### src/rtl/som_pkg.sv
`timescale 1ns / 1ps
// Package for the slot occupancy map: grid size, derived widths, action codes
// and the result record passed from the sequencer to the output stage.
// Depends on nothing.
package som_pkg;

   localparam int COLUMNS = 6;
   localparam int ROWS    = 6;
   localparam int TOTAL   = COLUMNS * ROWS;

   localparam int IDX_W = (TOTAL > 1) ? $clog2(TOTAL) : 1;
   localparam int COL_W = (COLUMNS > 1) ? $clog2(COLUMNS) : 1;
   localparam int ROW_W = (ROWS > 1) ? $clog2(ROWS) : 1;
   localparam int CNT_W = $clog2(TOTAL + 1);

   typedef enum logic [2:0] {
      ACT_QUERY     = 3'd0,
      ACT_SET       = 3'd1,
      ACT_CLEAR     = 3'd2,
      ACT_TOGGLE    = 3'd3,
      ACT_CLEAR_ALL = 3'd4,
      ACT_FILL_ALL  = 3'd5,
      ACT_FIND_FREE = 3'd6,
      ACT_FIND_OCC  = 3'd7
   } action_type;

   typedef struct packed {
      logic             ok;
      logic             occupied;
      logic [3:0]       found_column;
      logic [3:0]       found_row;
      logic [CNT_W-1:0] count;
   } result_type;

endpackage

### src/rtl/som_ram.sv
`timescale 1ns / 1ps
// Generic single-write, single-read RAM with a registered read port.
// Depends on nothing.
module som_ram #(
   parameter int WIDTH = 1,
   parameter int DEPTH = 36
) (
   input  logic                                      clock,
   input  logic                                      wr_en,
   input  logic [((DEPTH > 1) ? $clog2(DEPTH) : 1)-1:0] wr_addr,
   input  logic [WIDTH-1:0]                          wr_data,
   input  logic [((DEPTH > 1) ? $clog2(DEPTH) : 1)-1:0] rd_addr,
   output logic [WIDTH-1:0]                          rd_data
);

   logic [WIDTH-1:0] mem_ff [DEPTH];
   logic [WIDTH-1:0] rd_data_ff;

   always_ff @(posedge clock) begin
      if (wr_en) begin
         mem_ff[wr_addr] <= wr_data;
      end
      rd_data_ff <= mem_ff[rd_addr];
   end

   assign rd_data = rd_data_ff;

endmodule

### src/rtl/som_ctrl.sv
`timescale 1ns / 1ps
// Sequencer of the slot occupancy map: one index counter and bit compare unit
// stepped over the grid memory for slot updates, sweeps and searches.
// Depends on som_pkg.
module som_ctrl (
   input  logic                             clock,
   input  logic                             reset,
   input  logic                             req_valid,
   output logic                             req_ready,
   input  logic [2:0]                       req_action,
   input  logic [3:0]                       req_column,
   input  logic [3:0]                       req_row,
   input  logic                             out_free,
   output logic                             res_valid,
   output som_pkg::result_type              res,
   output logic                             mem_wr_en,
   output logic [som_pkg::IDX_W-1:0]        mem_addr,
   output logic                             mem_wr_data,
   input  logic                             mem_rd_data
);

   typedef enum logic [2:0] {
      ST_INIT,
      ST_IDLE,
      ST_READ,
      ST_APPLY,
      ST_SWEEP,
      ST_SCAN_RD,
      ST_SCAN_CHK,
      ST_DONE
   } state_type;

   localparam logic [som_pkg::IDX_W-1:0] LAST_IDX = som_pkg::IDX_W'(som_pkg::TOTAL - 1);
   localparam logic [som_pkg::ROW_W-1:0] LAST_ROW = som_pkg::ROW_W'(som_pkg::ROWS - 1);

   state_type                     state_ff, state_in;
   som_pkg::action_type           act_ff, act_in;
   logic [som_pkg::IDX_W-1:0]     idx_ff, idx_in;
   logic [som_pkg::COL_W-1:0]     scol_ff, scol_in;
   logic [som_pkg::ROW_W-1:0]     srow_ff, srow_in;
   logic [som_pkg::CNT_W-1:0]     cnt_ff, cnt_in;
   logic                          ok_ff, ok_in;
   logic                          occ_ff, occ_in;
   logic [3:0]                    fcol_ff, fcol_in;
   logic [3:0]                    frow_ff, frow_in;

   som_pkg::action_type           req_act;
   logic                          slot_valid;
   logic [som_pkg::IDX_W-1:0]     slot_idx;
   logic                          new_bit;
   logic                          hit;
   logic                          idx_last;
   logic [som_pkg::IDX_W-1:0]     idx_next;

   assign req_act    = som_pkg::action_type'(req_action);
   assign slot_valid = (req_column < 4'(som_pkg::COLUMNS)) && (req_row < 4'(som_pkg::ROWS));
   assign slot_idx   = som_pkg::IDX_W'(req_column * som_pkg::ROWS + req_row);
   assign idx_last   = (idx_ff == LAST_IDX);
   assign idx_next   = idx_ff + 1'b1;
   assign hit        = (act_ff == som_pkg::ACT_FIND_OCC) ? mem_rd_data : !mem_rd_data;

   always_comb begin
      unique case (act_ff)
         som_pkg::ACT_SET:    new_bit = 1'b1;
         som_pkg::ACT_CLEAR:  new_bit = 1'b0;
         som_pkg::ACT_TOGGLE: new_bit = !mem_rd_data;
         default:             new_bit = mem_rd_data;
      endcase
   end

   always_comb begin
      state_in    = state_ff;
      act_in      = act_ff;
      idx_in      = idx_ff;
      scol_in     = scol_ff;
      srow_in     = srow_ff;
      cnt_in      = cnt_ff;
      ok_in       = ok_ff;
      occ_in      = occ_ff;
      fcol_in     = fcol_ff;
      frow_in     = frow_ff;
      req_ready   = 1'b0;
      res_valid   = 1'b0;
      mem_wr_en   = 1'b0;
      mem_wr_data = 1'b0;

      unique case (state_ff)
         ST_INIT: begin
            mem_wr_en = 1'b1;
            idx_in    = idx_next;
            if (idx_last) begin
               idx_in   = '0;
               state_in = ST_IDLE;
            end
         end
         ST_IDLE: begin
            req_ready = 1'b1;
            if (req_valid) begin
               act_in  = req_act;
               ok_in   = 1'b0;
               occ_in  = 1'b0;
               fcol_in = '0;
               frow_in = '0;
               idx_in  = '0;
               scol_in = '0;
               srow_in = '0;
               unique case (req_act)
                  som_pkg::ACT_CLEAR_ALL, som_pkg::ACT_FILL_ALL: begin
                     state_in = ST_SWEEP;
                  end
                  som_pkg::ACT_FIND_FREE, som_pkg::ACT_FIND_OCC: begin
                     state_in = ST_SCAN_RD;
                  end
                  default: begin
                     if (slot_valid) begin
                        idx_in   = slot_idx;
                        state_in = ST_READ;
                     end else begin
                        state_in = ST_DONE;
                     end
                  end
               endcase
            end
         end
         ST_READ: begin
            state_in = ST_APPLY;
         end
         ST_APPLY: begin
            ok_in       = 1'b1;
            occ_in      = new_bit;
            mem_wr_en   = (new_bit != mem_rd_data);
            mem_wr_data = new_bit;
            if (new_bit && !mem_rd_data) begin
               cnt_in = cnt_ff + 1'b1;
            end else if (!new_bit && mem_rd_data) begin
               cnt_in = cnt_ff - 1'b1;
            end
            state_in = ST_DONE;
         end
         ST_SWEEP: begin
            mem_wr_en   = 1'b1;
            mem_wr_data = (act_ff == som_pkg::ACT_FILL_ALL);
            idx_in      = idx_next;
            if (idx_last) begin
               ok_in    = 1'b1;
               cnt_in   = (act_ff == som_pkg::ACT_FILL_ALL) ?
                          som_pkg::CNT_W'(som_pkg::TOTAL) : '0;
               state_in = ST_DONE;
            end
         end
         ST_SCAN_RD: begin
            state_in = ST_SCAN_CHK;
         end
         ST_SCAN_CHK: begin
            if (hit) begin
               ok_in    = 1'b1;
               occ_in   = mem_rd_data;
               fcol_in  = 4'(scol_ff);
               frow_in  = 4'(srow_ff);
               state_in = ST_DONE;
            end else if (idx_last) begin
               state_in = ST_DONE;
            end else begin
               idx_in = idx_next;
               if (srow_ff == LAST_ROW) begin
                  srow_in = '0;
                  scol_in = scol_ff + 1'b1;
               end else begin
                  srow_in = srow_ff + 1'b1;
               end
               state_in = ST_SCAN_RD;
            end
         end
         ST_DONE: begin
            if (out_free) begin
               res_valid = 1'b1;
               state_in  = ST_IDLE;
            end
         end
         default: begin
            state_in = ST_IDLE;
         end
      endcase
   end

   always_ff @(posedge clock) begin
      if (reset) begin
         state_ff <= ST_INIT;
         idx_ff   <= '0;
         cnt_ff   <= '0;
      end else begin
         state_ff <= state_in;
         idx_ff   <= idx_in;
         cnt_ff   <= cnt_in;
      end
      act_ff  <= act_in;
      scol_ff <= scol_in;
      srow_ff <= srow_in;
      ok_ff   <= ok_in;
      occ_ff  <= occ_in;
      fcol_ff <= fcol_in;
      frow_ff <= frow_in;
   end

   assign mem_addr         = idx_ff;
   assign res.ok           = ok_ff;
   assign res.occupied     = occ_ff;
   assign res.found_column = fcol_ff;
   assign res.found_row    = frow_ff;
   assign res.count        = cnt_ff;

endmodule

### src/rtl/slot_occupancy_map_top.sv
`timescale 1ns / 1ps
// Top level of the slot occupancy map: sequencer, grid memory and output register.
// Depends on som_pkg, som_ram and som_ctrl.
//
// Usage. The block keeps a COLUMNS by ROWS grid of occupied bits in a small RAM,
// one bit per slot, plus a register holding the number of occupied slots.
// A request transfer (req_valid/req_ready) carries an action, a column and a row;
// each request gives exactly one response transfer (rsp_valid/rsp_ready) with the
// status of the named or found slot and the occupied and empty totals.
// Timing is set by the one index counter and bit compare unit that walks the grid
// RAM, whose read port is registered. A slot action (query, set, clear, toggle)
// reads the slot and then writes the new bit if it changed; an out-of-range slot
// goes straight to the response; clear all and fill all write the grid, one write
// per slot; a search reads and checks each slot in turn until it finds a match or
// has checked the last slot. req_ready rises again in the cycle that rsp_valid rises.
// req_ready is high only while the sequencer is idle, so one request is in work
// at a time. The response sits in an output register; the next request is taken
// while it waits, and that request's response is held back until rsp_ready drains
// the register, so a stalled receiver stops the block without loss.
// After reset the sequencer clears all TOTAL slots of the grid RAM, one slot a
// cycle (36 slots for the 6 by 6 grid), before req_ready rises.
module slot_occupancy_map_top (
   input  logic       clock,
   input  logic       reset,
   input  logic       req_valid,
   output logic       req_ready,
   input  logic [2:0] req_action,
   input  logic [3:0] req_column,
   input  logic [3:0] req_row,
   output logic       rsp_valid,
   input  logic       rsp_ready,
   output logic       rsp_ok,
   output logic       rsp_slot_occupied,
   output logic [3:0] rsp_found_column,
   output logic [3:0] rsp_found_row,
   output logic [6:0] rsp_occupied_total,
   output logic [6:0] rsp_empty_total,
   output logic       rsp_all_full,
   output logic       rsp_all_empty
);

   som_pkg::result_type             res;
   logic                            res_valid;
   logic                            out_free;
   logic                            mem_wr_en;
   logic [som_pkg::IDX_W-1:0]       mem_addr;
   logic                            mem_wr_data;
   logic                            mem_rd_data;

   logic       rsp_valid_ff, rsp_valid_in;
   logic       ok_ff;
   logic       occ_ff;
   logic [3:0] fcol_ff;
   logic [3:0] frow_ff;
   logic [6:0] occ_total_ff;
   logic [6:0] empty_total_ff;
   logic       full_ff;
   logic       empty_ff;

   // The output register may take a new result when it is empty or being drained.
   assign out_free = !rsp_valid_ff || rsp_ready;

   som_ctrl u_ctrl (
      .clock       (clock),
      .reset       (reset),
      .req_valid   (req_valid),
      .req_ready   (req_ready),
      .req_action  (req_action),
      .req_column  (req_column),
      .req_row     (req_row),
      .out_free    (out_free),
      .res_valid   (res_valid),
      .res         (res),
      .mem_wr_en   (mem_wr_en),
      .mem_addr    (mem_addr),
      .mem_wr_data (mem_wr_data),
      .mem_rd_data (mem_rd_data)
   );

   som_ram #(
      .WIDTH (1),
      .DEPTH (som_pkg::TOTAL)
   ) u_grid (
      .clock   (clock),
      .wr_en   (mem_wr_en),
      .wr_addr (mem_addr),
      .wr_data (mem_wr_data),
      .rd_addr (mem_addr),
      .rd_data (mem_rd_data)
   );

   always_comb begin
      rsp_valid_in = rsp_valid_ff;
      if (res_valid) begin
         rsp_valid_in = 1'b1;
      end else if (rsp_ready) begin
         rsp_valid_in = 1'b0;
      end
   end

   // Totals and flags are derived once, when the result is loaded.
   always_ff @(posedge clock) begin
      if (reset) begin
         rsp_valid_ff <= 1'b0;
      end else begin
         rsp_valid_ff <= rsp_valid_in;
      end
      if (res_valid) begin
         ok_ff          <= res.ok;
         occ_ff         <= res.occupied;
         fcol_ff        <= res.found_column;
         frow_ff        <= res.found_row;
         occ_total_ff   <= 7'(res.count);
         empty_total_ff <= 7'(som_pkg::TOTAL) - 7'(res.count);
         full_ff        <= (res.count == som_pkg::CNT_W'(som_pkg::TOTAL));
         empty_ff       <= (res.count == '0);
      end
   end

   assign rsp_valid          = rsp_valid_ff;
   assign rsp_ok             = ok_ff;
   assign rsp_slot_occupied  = occ_ff;
   assign rsp_found_column   = fcol_ff;
   assign rsp_found_row      = frow_ff;
   assign rsp_occupied_total = occ_total_ff;
   assign rsp_empty_total    = empty_total_ff;
   assign rsp_all_full       = full_ff;
   assign rsp_all_empty      = empty_ff;

   // A result is never loaded over one that the receiver has not yet taken.
   a_no_overwrite: assert property (@(posedge clock) disable iff (reset)
      res_valid |-> out_free)
      else $error("result loaded over a pending response");

   // One request at a time: after a request transfer the block is busy.
   a_busy_after_req: assert property (@(posedge clock) disable iff (reset)
      (req_valid && req_ready) |=> !req_ready)
      else $error("request accepted while the previous one is in work");

   // The occupied count never exceeds the number of slots.
   a_count_range: assert property (@(posedge clock) disable iff (reset)
      rsp_valid |-> (rsp_occupied_total <= 7'(som_pkg::TOTAL)))
      else $error("occupied total out of range");

   // A search that reports an occupied slot other than column 0, row 0 never does so with a zero occupied count.
   a_found_occ: assert property (@(posedge clock) disable iff (reset)
      (res_valid && res.ok && (res.found_column != 4'd0 || res.found_row != 4'd0))
      |-> (res.count != '0 || !res.occupied))
      else $error("occupied slot found in an empty grid");

endmodule
### config.mk
export PLATFORM = sky130hd
export DESIGN_NAME = slot_occupancy_map_top
export DESIGN_NICKNAME = d
export VERILOG_FILES = /design/src/rtl/som_pkg.sv /design/src/rtl/som_ram.sv /design/src/rtl/som_ctrl.sv /design/src/rtl/slot_occupancy_map_top.sv
export SDC_FILE = /design/constraint.sdc
export NUM_CORES = 1
export LEC_CHECK = 0
export ABC_AREA = 0
export BUFFER_PORTS_ARGS = -buffer_cell sky130_fd_sc_hd__buf_4
export CAP_MARGIN = 20
export CORE_ASPECT_RATIO = 0.7
export CORE_MARGIN = 3
export CORE_UTILIZATION = 49
export DETAILED_ROUTE_END_ITERATION = 6
export PLACE_DENSITY = 0.68
export SLEW_MARGIN = 5
export SYNTH_ARGS = -nofsm -noshare
export SYNTH_HDL_FRONTEND = slang
export SYNTH_SLANG_ARGS = --single-unit
### constraint.sdc
create_clock -name clock -period 5.4 [get_ports clock]
set_clock_uncertainty 0.2 [all_clocks]
set_input_delay 0 -clock clock [delete_from_list [all_inputs] [get_ports clock]]
set_output_delay 0 -clock clock [all_outputs]
set_load 0.005 [all_outputs]
==> results.rst, run 1 <==
.. list-table::
   :header-rows: 1

   * - Metric
     - Value
   * - Number of buffers inserted during clock tree synthesis
     - 9
   * - Vias post-DR
     - 3353
   * - Die area
     - 0.0108 mm^2
   * - Pin count of the biggest net entering global routing
     - 37
   * - Sinks on the clock net
     - 92
   * - Total global routing overflow
     - 0
   * - Kind of start point of the critical path
     - flip-flop
   * - Final Cycle Share
     - 55.0%
   * - Global router's overall resource usage
     - between 10% and 20%
   * - Endpoints failing hold
     - 1
   * - TritonCTS clock tree
     - built
   * - Req. time, crit path
     - about 5.5 ns
   * - Total standard cell area after synthesis
     - 0.00471 mm^2
   * - Internal reg-to-reg setup slack
     - 2.43 ns
   * - Number of iterations in the first detailed-routing pass
     - 5
   * - Number of warnings issued by yosys
     - 0
   * - DRC violation count after routing
     - 0
   * - Sequential element share of the synthesized area
     - 55.1%
   * - FF+latch count, synth
     - 92
   * - Outcome
     - finished, violations left
   * - Max-cap violations
     - 0
   * - Register area
     - 0.00259 mm^2
   * - Share of the synthesized area in the top cell type
     - a little under half
   * - Accumulated negative setup slack
     - 0 ns
   * - Total Wirelength
     - around 9600 um
   * - Relative slew margins
     - about 46%
   * - Total inserted antenna cells
     - 0
   * - Die Width
     - 123 um
   * - Most used flip-flop cell after synthesis
     - sky130_fd_sc_hd__edfxtp_1
   * - Most common library cells after synthesis
     - sky130_fd_sc_hd__edfxtp_1, sky130_fd_sc_hd__nor2_1, sky130_fd_sc_hd__inv_1, sky130_fd_sc_hd__nand2_1, sky130_fd_sc_hd__a21oi_1
   * - Area of the core region
     - 0.00922 mm^2
   * - Share of async-settable or async-resettable flops after synthesis
     - 0%
   * - CP top delay family
     - compound AO/OA/AOI/OAI gates
   * - Nature of the critical path endpoint
     - flip-flop
   * - Power per Cell Area
     - 377 mW/mm^2
   * - Setup repair after global routing missed its margin
     - false
   * - Number of nets at the end of the flow
     - 505
   * - Mapped Avg Cell Area
     - 11.1 um^2
   * - Total buffers and inverters traversed by the critical path
     - 2
   * - Clock latency reported for the late side of the worst-skew pair
     - 0.34 ns
   * - Post-layout power
     - ~2.1 mW
   * - CTS root buffer
     - sky130_fd_sc_hd__clkbuf_16
   * - Layout area overhead
     - 16.5%
   * - Initial cell density of the core
     - 51.1%
   * - CP Cell Sequence
     - nor3b_1 > a21oi_1 > inv_1 > ha_1 > inv_1 > ha_1 > a211oi_1 > o2111ai_1 > a31o_2 > a221oi_1
   * - Clock Tree Buf Depth
     - 2
   * - Final setup violation count
     - 0
   * - Post-detailed-placement half-perimeter wirelength
     - around 7000 um
   * - Worst IR drop on VDD
     - 0.237 mV
   * - Post-DRT Antenna Nets
     - 0
   * - Initial antenna violation count
     - 0
   * - Leakage power
     - 1.94 nW
   * - Share of final-layout standard cells stronger than drive strength 1
     - 14.8%
   * - Number of global-route vias before repair
     - 3142
   * - Dominant cells by area after synthesis
     - sky130_fd_sc_hd__edfxtp_1, sky130_fd_sc_hd__dfxtp_1, sky130_fd_sc_hd__ha_1
   * - Slowest stage cell on the critical path
     - sky130_fd_sc_hd__edfxtp_1
   * - Area taken by multi-input logic gates
     - 0.00192 mm^2
   * - Post-synthesis cell count
     - approximately 430
   * - Violation count after the first detailed-routing iteration
     - 210
   * - CP peak stage delay
     - ~0.44 ns
   * - Transition at the pin with the smallest max-transition slack
     - about 0.80 ns
   * - Most repeated cell in the gate-level netlist after synthesis
     - sky130_fd_sc_hd__edfxtp_1
   * - Class of the most critical setup path
     - reg2reg
   * - Chip height
     - 88.0 um
   * - Number of flops mapped to enable cells by yosys
     - 75
   * - GP Congestion
     - 0.884
   * - Worst Slack Setup Final
     - 2.43 ns
   * - Failing checks
     - hold timing
   * - Maximum fanout count along the critical path
     - 5
   * - Port-buffer cells
     - 39
   * - Worst endpoint data arrival time
     - about 3.0 ns
   * - Cell type with the highest aggregate area in the netlist
     - sky130_fd_sc_hd__edfxtp_1
   * - Hold slack
     - -0.00783 ns
   * - Final Critical Period
     - roughly 3.0 ns
   * - Highest achievable clock rate
     - 337 MHz
   * - Post-place setup slack
     - 2.49 ns
   * - Post-DR wirelength/cell
     - 16.0 um
   * - Register clock-pin slew on the reported worst setup and hold paths
     - ~0.06 ns
   * - Fill cell count
     - just under 800
   * - Number of library cell types mapped by synthesis
     - 56
   * - Wire length of the first global-routing pass
     - 15500 um
   * - Number of standard-cell rows in the floorplan
     - 29
   * - Final-report max-slew violation count
     - 0
   * - Number of top-level design ports
     - 43
   * - Via count normalized by instance count
     - 5.61
   * - H-Tree Depth
     - 3
   * - Hold crit path type
     - in2reg
[power breakdown]
group          internal, mW  leakage (nW)  switching (mW)
registers             0.821         0.729          0.0837
logic                 0.221          1.07           0.328
clock network         0.368         0.143           0.245
total                  1.41          1.94           0.656
[placed cells by master (no fill, tap or decap), types with 6 or more instances in the layout]
cell type and n:
sky130_fd_sc_hd__a21oi_1 20, sky130_fd_sc_hd__a221oi_1 7, sky130_fd_sc_hd__a22oi_1 6, sky130_fd_sc_hd__and3_1 6
sky130_fd_sc_hd__buf_4 41, sky130_fd_sc_hd__clkbuf_16 9, sky130_fd_sc_hd__dfxtp_1 17, sky130_fd_sc_hd__dlygate4sd3_1 11
sky130_fd_sc_hd__edfxtp_1 75, sky130_fd_sc_hd__ha_1 18, sky130_fd_sc_hd__inv_1 24, sky130_fd_sc_hd__nand2_1 24
sky130_fd_sc_hd__nand2b_1 13, sky130_fd_sc_hd__nand3_1 13, sky130_fd_sc_hd__nor2_1 59, sky130_fd_sc_hd__nor2b_1 8
sky130_fd_sc_hd__nor3_1 12, sky130_fd_sc_hd__o21ai_0 15, sky130_fd_sc_hd__xnor2_1 6
[logic make-up (layout without fill, tap and decap cells)]
| group | Yosys count | after routing | synth area share (%) |
|---|---|---|---|
| other | 1 | 3 | 0.0797 |
| adders and majority gates | 21 | 21 | 6.06 |
| muxes | 10 | 10 | 2.74 |
| DFF | 92 | 92 | 55.1 |
| buffers and inverters | 46 | 93 | 4.47 |
| xor gates and xnor gates | 12 | 12 | 2.53 |
| AOI/OAI and AO/OA | 85 | 85 | 12.8 |
| and+or+nand+nor | 158 | 158 | 16.3 |
[metal layers]
layer | up-vias | wire [um] | global-route usage [%] | share of wire (%)
li1 | 1635 | - | - | -
met1 | 1603 | 4700 | 27.5 | 49
met2 | 102 | 4180 | 27.1 | 44
met3 | 13 | 612 | 4.78 | 6.4
met4 | 0 | 99 | 5.63 | 1.0
met5 | - | 0 | 0 | 0
[final timing paths]
path,start,to,cells past startpoint
max,u_ctrl.act_ff[2]$_DFFE_PP_,u_ctrl.cnt_ff[5]$_SDFFE_PP0P_,10
max reg2reg,u_ctrl.act_ff[2]$_DFFE_PP_,u_ctrl.cnt_ff[5]$_SDFFE_PP0P_,10
min reg2reg,u_ctrl.occ_ff$_DFFE_PP_,rsp_slot_occupied$_DFFE_PP_,0
min,req_column[0],u_ctrl.mem_addr[1]$_SDFFE_PP0P_,4
[sequential cells by signal, indices dropped and copies added, names as in the netlist]
name                count
rsp_valid               1
rsp_ok                  1
u_ctrl.occ_ff           1
u_ctrl.fcol_ff          3
u_ctrl.mem_addr         6
u_ctrl.ok_ff            1
rsp_found_row           3
rsp_slot_occupied       1
u_ctrl.srow_ff          3
rsp_found_column        3
rsp_all_full            1
u_grid.rd_data          1
rsp_empty_total         7
rsp_all_empty           1
u_ctrl.act_ff           3
u_ctrl.cnt_ff           6
u_ctrl.scol_ff          3
u_ctrl.state_ff         3
rsp_occupied_total      5
u_ctrl.frow_ff          3
u_grid.mem_ff          36
[stage by stage]
stage / std cells / cell area (um^2) / util (%)
detailed placement: 570 / 5060 / 55.0
global route: 598 / 5480 / 59.5
CTS: 597 / 5470 / 59.3
global placement: 570 / 5060 / 55.0
finish: 598 / 5480 / 59.5
floorplan: 427 / 4710 / -
[final cells by class]
class                   count  share of cell area [%]
flip-flops and latches     92                    47.3
clock inverters             5                   0.935
inverters                  24                    1.64
well taps                 124                    2.83
repair buffers             53                    7.89
multi-input cells         289                    35.0
clock buffers              11                    4.43
[worst min-delay path: stages]
cell and delay [ns]:
sky130_fd_sc_hd__buf_4 0.09, sky130_fd_sc_hd__ha_1 0.14, sky130_fd_sc_hd__a221oi_1 0.07, sky130_fd_sc_hd__nor3_1 0.17
[repair_timing]
item / 4_1_cts / 5_1_grt
endpoints found under the hold margin: 27 / 0
gates resized for setup: 0 / 0
buffers inserted: 0 / 0
hold buffers: 11 / 0
No activity file was read; power rests on OpenSTA's default activity.
==> run 2, diff against run 1 <==
==> constraint.sdc (replaced) <==
create_clock -name clock -period 2.99 [get_ports clock]
set_clock_uncertainty 0.2 [all_clocks]
set_input_delay 0 -clock clock [delete_from_list [all_inputs] [get_ports clock]]
set_output_delay 0 -clock clock [all_outputs]
set_load 0.005 [all_outputs]
==> results.rst, run 2 (synthesized netlist as in run 1, its figures left out) <==
.. list-table::
   :header-rows: 1

   * - Metric
     - Value
   * - TritonCTS clock tree
     - built
   * - Final-report max-slew violation count
     - 0 (unchanged)
   * - Chip height
     - 88.0 um (unchanged)
   * - CP top delay family
     - compound AO/OA/AOI/OAI gates
   * - Via count normalized by instance count
     - 5.58 (-0.44%)
   * - H-Tree Depth
     - 3 (unchanged)
   * - Highest achievable clock rate
     - 355 MHz (+5.3%)
   * - Total global routing overflow
     - 0 (unchanged)
   * - Relative slew margins
     - 38.5% (-7.4 points)
   * - Register area
     - 0.00259 mm^2 (unchanged)
   * - Leakage power
     - 1.97 nW (+1.5%)
   * - Transition at the pin with the smallest max-transition slack
     - 0.913 ns (+0.110 ns)
   * - Max FFs per register
     - 36 (unchanged)
   * - Req. time, crit path
     - 3.03 ns (-2.42 ns)
   * - Post-DR wirelength/cell
     - 15.8 um (-1.6%)
   * - Most frequent cells in the layout
     - sky130_fd_sc_hd__edfxtp_1, sky130_fd_sc_hd__nor2_1, sky130_fd_sc_hd__buf_4
   * - Class of the most critical setup path
     - reg2reg
   * - Post-detailed-placement half-perimeter wirelength
     - 6720 um (-2.5%)
   * - Setup repair after global routing missed its margin
     - false
   * - Total buffers and inverters traversed by the critical path
     - 2 (unchanged)
   * - Clock Tree Buf Depth
     - 2 (unchanged)
   * - Initial antenna violation count
     - 0 (unchanged)
   * - Internal reg-to-reg setup slack
     - 0.17 ns (-2.26 ns)
   * - Number of nets at the end of the flow
     - 513 (+1.6%)
   * - Number of cells traversed by the worst register-to-register path
     - 10 (unchanged)
   * - Initial cell density of the core
     - 51.1% (unchanged)
   * - Total Wirelength
     - 9560 um (-0.26%)
   * - Kind of start point of the critical path
     - flip-flop
   * - Min-Delay Endpoint
     - u_ctrl.mem_addr[1]$_SDFFE_PP0P_
   * - Final setup violation count
     - 0 (unchanged)
   * - Wire length of the first global-routing pass
     - 15700 um (+0.89%)
   * - Final Critical Period
     - 2.82 ns (-0.149 ns)
   * - Reg2reg end
     - u_ctrl.cnt_ff[5]$_SDFFE_PP0P_
   * - Number of iterations in the first detailed-routing pass
     - 6 (+1)
   * - Total inserted antenna cells
     - 0 (unchanged)
   * - Critical R2R Launch
     - u_ctrl.act_ff[2]$_DFFE_PP_
   * - DRC violation count after routing
     - 0 (unchanged)
   * - Register clock-pin slew on the reported worst setup and hold paths
     - 0.07 ns (about the same)
   * - Worst IR drop on VDD
     - 0.312 mV (+32%)
   * - Clock latency reported for the late side of the worst-skew pair
     - 0.34 ns (about the same)
   * - Power per Cell Area
     - 675 mW/mm^2 (+79%)
   * - Outcome
     - completed
   * - Endpoints failing hold
     - 0 (-1)
   * - Fill cell count
     - 780 (+1.3%)
   * - Max-cap violations
     - 0 (unchanged)
   * - Die Width
     - 123 um (unchanged)
   * - Number of standard-cell rows in the floorplan
     - 29 (unchanged)
   * - Area of the core region
     - 0.00922 mm^2 (unchanged)
   * - Accumulated negative setup slack
     - 0 ns (unchanged)
   * - Nature of the critical path endpoint
     - flip-flop
   * - Leading cell type in the layout, fill and taps excluded
     - sky130_fd_sc_hd__edfxtp_1
   * - Number of buffers inserted during clock tree synthesis
     - 9 (unchanged)
   * - Top register by number of flip-flops
     - u_grid.mem_ff
   * - Number of top-level design ports
     - 43 (unchanged)
   * - Worst endpoint data arrival time
     - 2.86 ns (-0.15 ns)
   * - CTS root buffer
     - sky130_fd_sc_hd__clkbuf_16
   * - Layout area overhead
     - 17.8%
   * - Post-DRT Antenna Nets
     - 0 (unchanged)
   * - CP Cell Sequence
     - nor3b_2 > a21oi_2 > inv_1 > ha_1 > inv_2 > ha_1 > a211oi_2 > o2111ai_1 > a31o_2 > a221oi_1
   * - Most repeated library cell on the critical path
     - sky130_fd_sc_hd__ha_1
   * - Hold crit path type
     - in2reg
   * - Area taken by multi-input logic gates
     - 0.00193 mm^2 (+0.72%)
   * - GP Congestion
     - 0.892 (+0.86%)
   * - Slowest stage cell on the critical path
     - sky130_fd_sc_hd__edfxtp_1
   * - Maximum fanout count along the critical path
     - 5 (unchanged)
   * - Violation count after the first detailed-routing iteration
     - 271 (+29%)
   * - Port-buffer cells
     - 39 (unchanged)
   * - Vias post-DR
     - 3383 (+0.89%)
   * - Die area
     - 0.0108 mm^2 (unchanged)
   * - Global router's overall resource usage
     - 18.7% (+0.078 points)
   * - Post-place setup slack
     - 0.0923 ns (-2.40 ns)
   * - Worst Slack Setup Final
     - 0.171 ns (-2.26 ns)
   * - CP peak stage delay
     - 0.46 ns (+0.02 ns)
   * - Launch point of the worst hold path
     - req_column[0]
   * - Number of global-route vias before repair
     - 3182 (+1.3%)
   * - Sinks on the clock net
     - 92 (unchanged)
   * - Pin count of the biggest net entering global routing
     - 37 (unchanged)
   * - Share of final-layout standard cells stronger than drive strength 1
     - 17.2% (+2.5 points)
   * - Final Cycle Share
     - 94.3% (+39 points)
   * - Hold path depth
     - 4 (unchanged)
run 2: per-layer routing:
metal | routed length, um | GRT usage, %
met1 | 4540 | 26.0
met2 | 4260 | 28.3
met3 | 689 | 6.71
met4 | 73 | 4.22
met5 | 0 | 0
run 2: worst reg2reg max path: stages, from the launching register on:
cell and delay [ns]:
sky130_fd_sc_hd__edfxtp_1 0.46, sky130_fd_sc_hd__nor3b_2 0.28, sky130_fd_sc_hd__a21oi_2 0.07, sky130_fd_sc_hd__inv_1 0.07, sky130_fd_sc_hd__ha_1 0.25, sky130_fd_sc_hd__inv_2 0.09, sky130_fd_sc_hd__ha_1 0.32, sky130_fd_sc_hd__a211oi_2 0.29
sky130_fd_sc_hd__o2111ai_1 0.17, sky130_fd_sc_hd__a31o_2 0.26, sky130_fd_sc_hd__a221oi_1 0.26
run 2: timing repair:
action | in CTS | in global routing
endpoints found under the hold margin | 27 | 0
setup buffers | 0 | 0
setup endpoints to repair | 0 | 1
resized for setup | 0 | 4
hold buffers | 12 | 0
run 2: metrics by stage:
step	power, mW	hold slack [ns]	instances	instance area [um^2]	util (%)
after floorplan	2.37	-0.101	427	4710	-
after global placement	2.63	-0.00835	578	5120	55.6
after detailed placement	2.66	-0.0157	578	5120	55.6
after CTS	3.75	0.0227	606	5530	60.0
after global routing	3.95	0.0487	606	5550	60.2
final	3.75	0.0204	606	5550	60.2
run 2: report_power, final:
part | switching (mW) | total (mW) | internal [mW]
clock network | 0.483 | 1.08 | 0.593
logic | 0.671 | 1.10 | 0.433
registers | 0.0843 | 1.57 | 1.48
total | 1.24 | 3.75 | 2.51
run 2: worst max-delay path by stage:
stage                                    startpoint                            end  slack [ns]  depth (start not counted)
floorplan           u_ctrl.state_ff[0]$_SDFFE_PP0P_     u_grid.mem_ff[0]$_DFFE_PP_        0.32                          4
global placement         u_ctrl.act_ff[2]$_DFFE_PP_  u_ctrl.cnt_ff[5]$_SDFFE_PP0P_        0.27                         10
detailed placement       u_ctrl.act_ff[2]$_DFFE_PP_  u_ctrl.cnt_ff[5]$_SDFFE_PP0P_        0.09                         10
CTS                      u_ctrl.act_ff[2]$_DFFE_PP_  u_ctrl.cnt_ff[5]$_SDFFE_PP0P_        0.06                         10
global route             u_ctrl.act_ff[2]$_DFFE_PP_  u_ctrl.cnt_ff[5]$_SDFFE_PP0P_      0.0009                         10
finish                   u_ctrl.act_ff[2]$_DFFE_PP_  u_ctrl.cnt_ff[5]$_SDFFE_PP0P_        0.17                         10
run 2: cell type report:
type	count	area share, %
sequential	92	46.8
multi-input combinational	289	34.9
timing repair buffer	61	8.80
clock buffer	10	4.31
tap	124	2.80
inverter	24	1.62
clock inverter	6	0.857
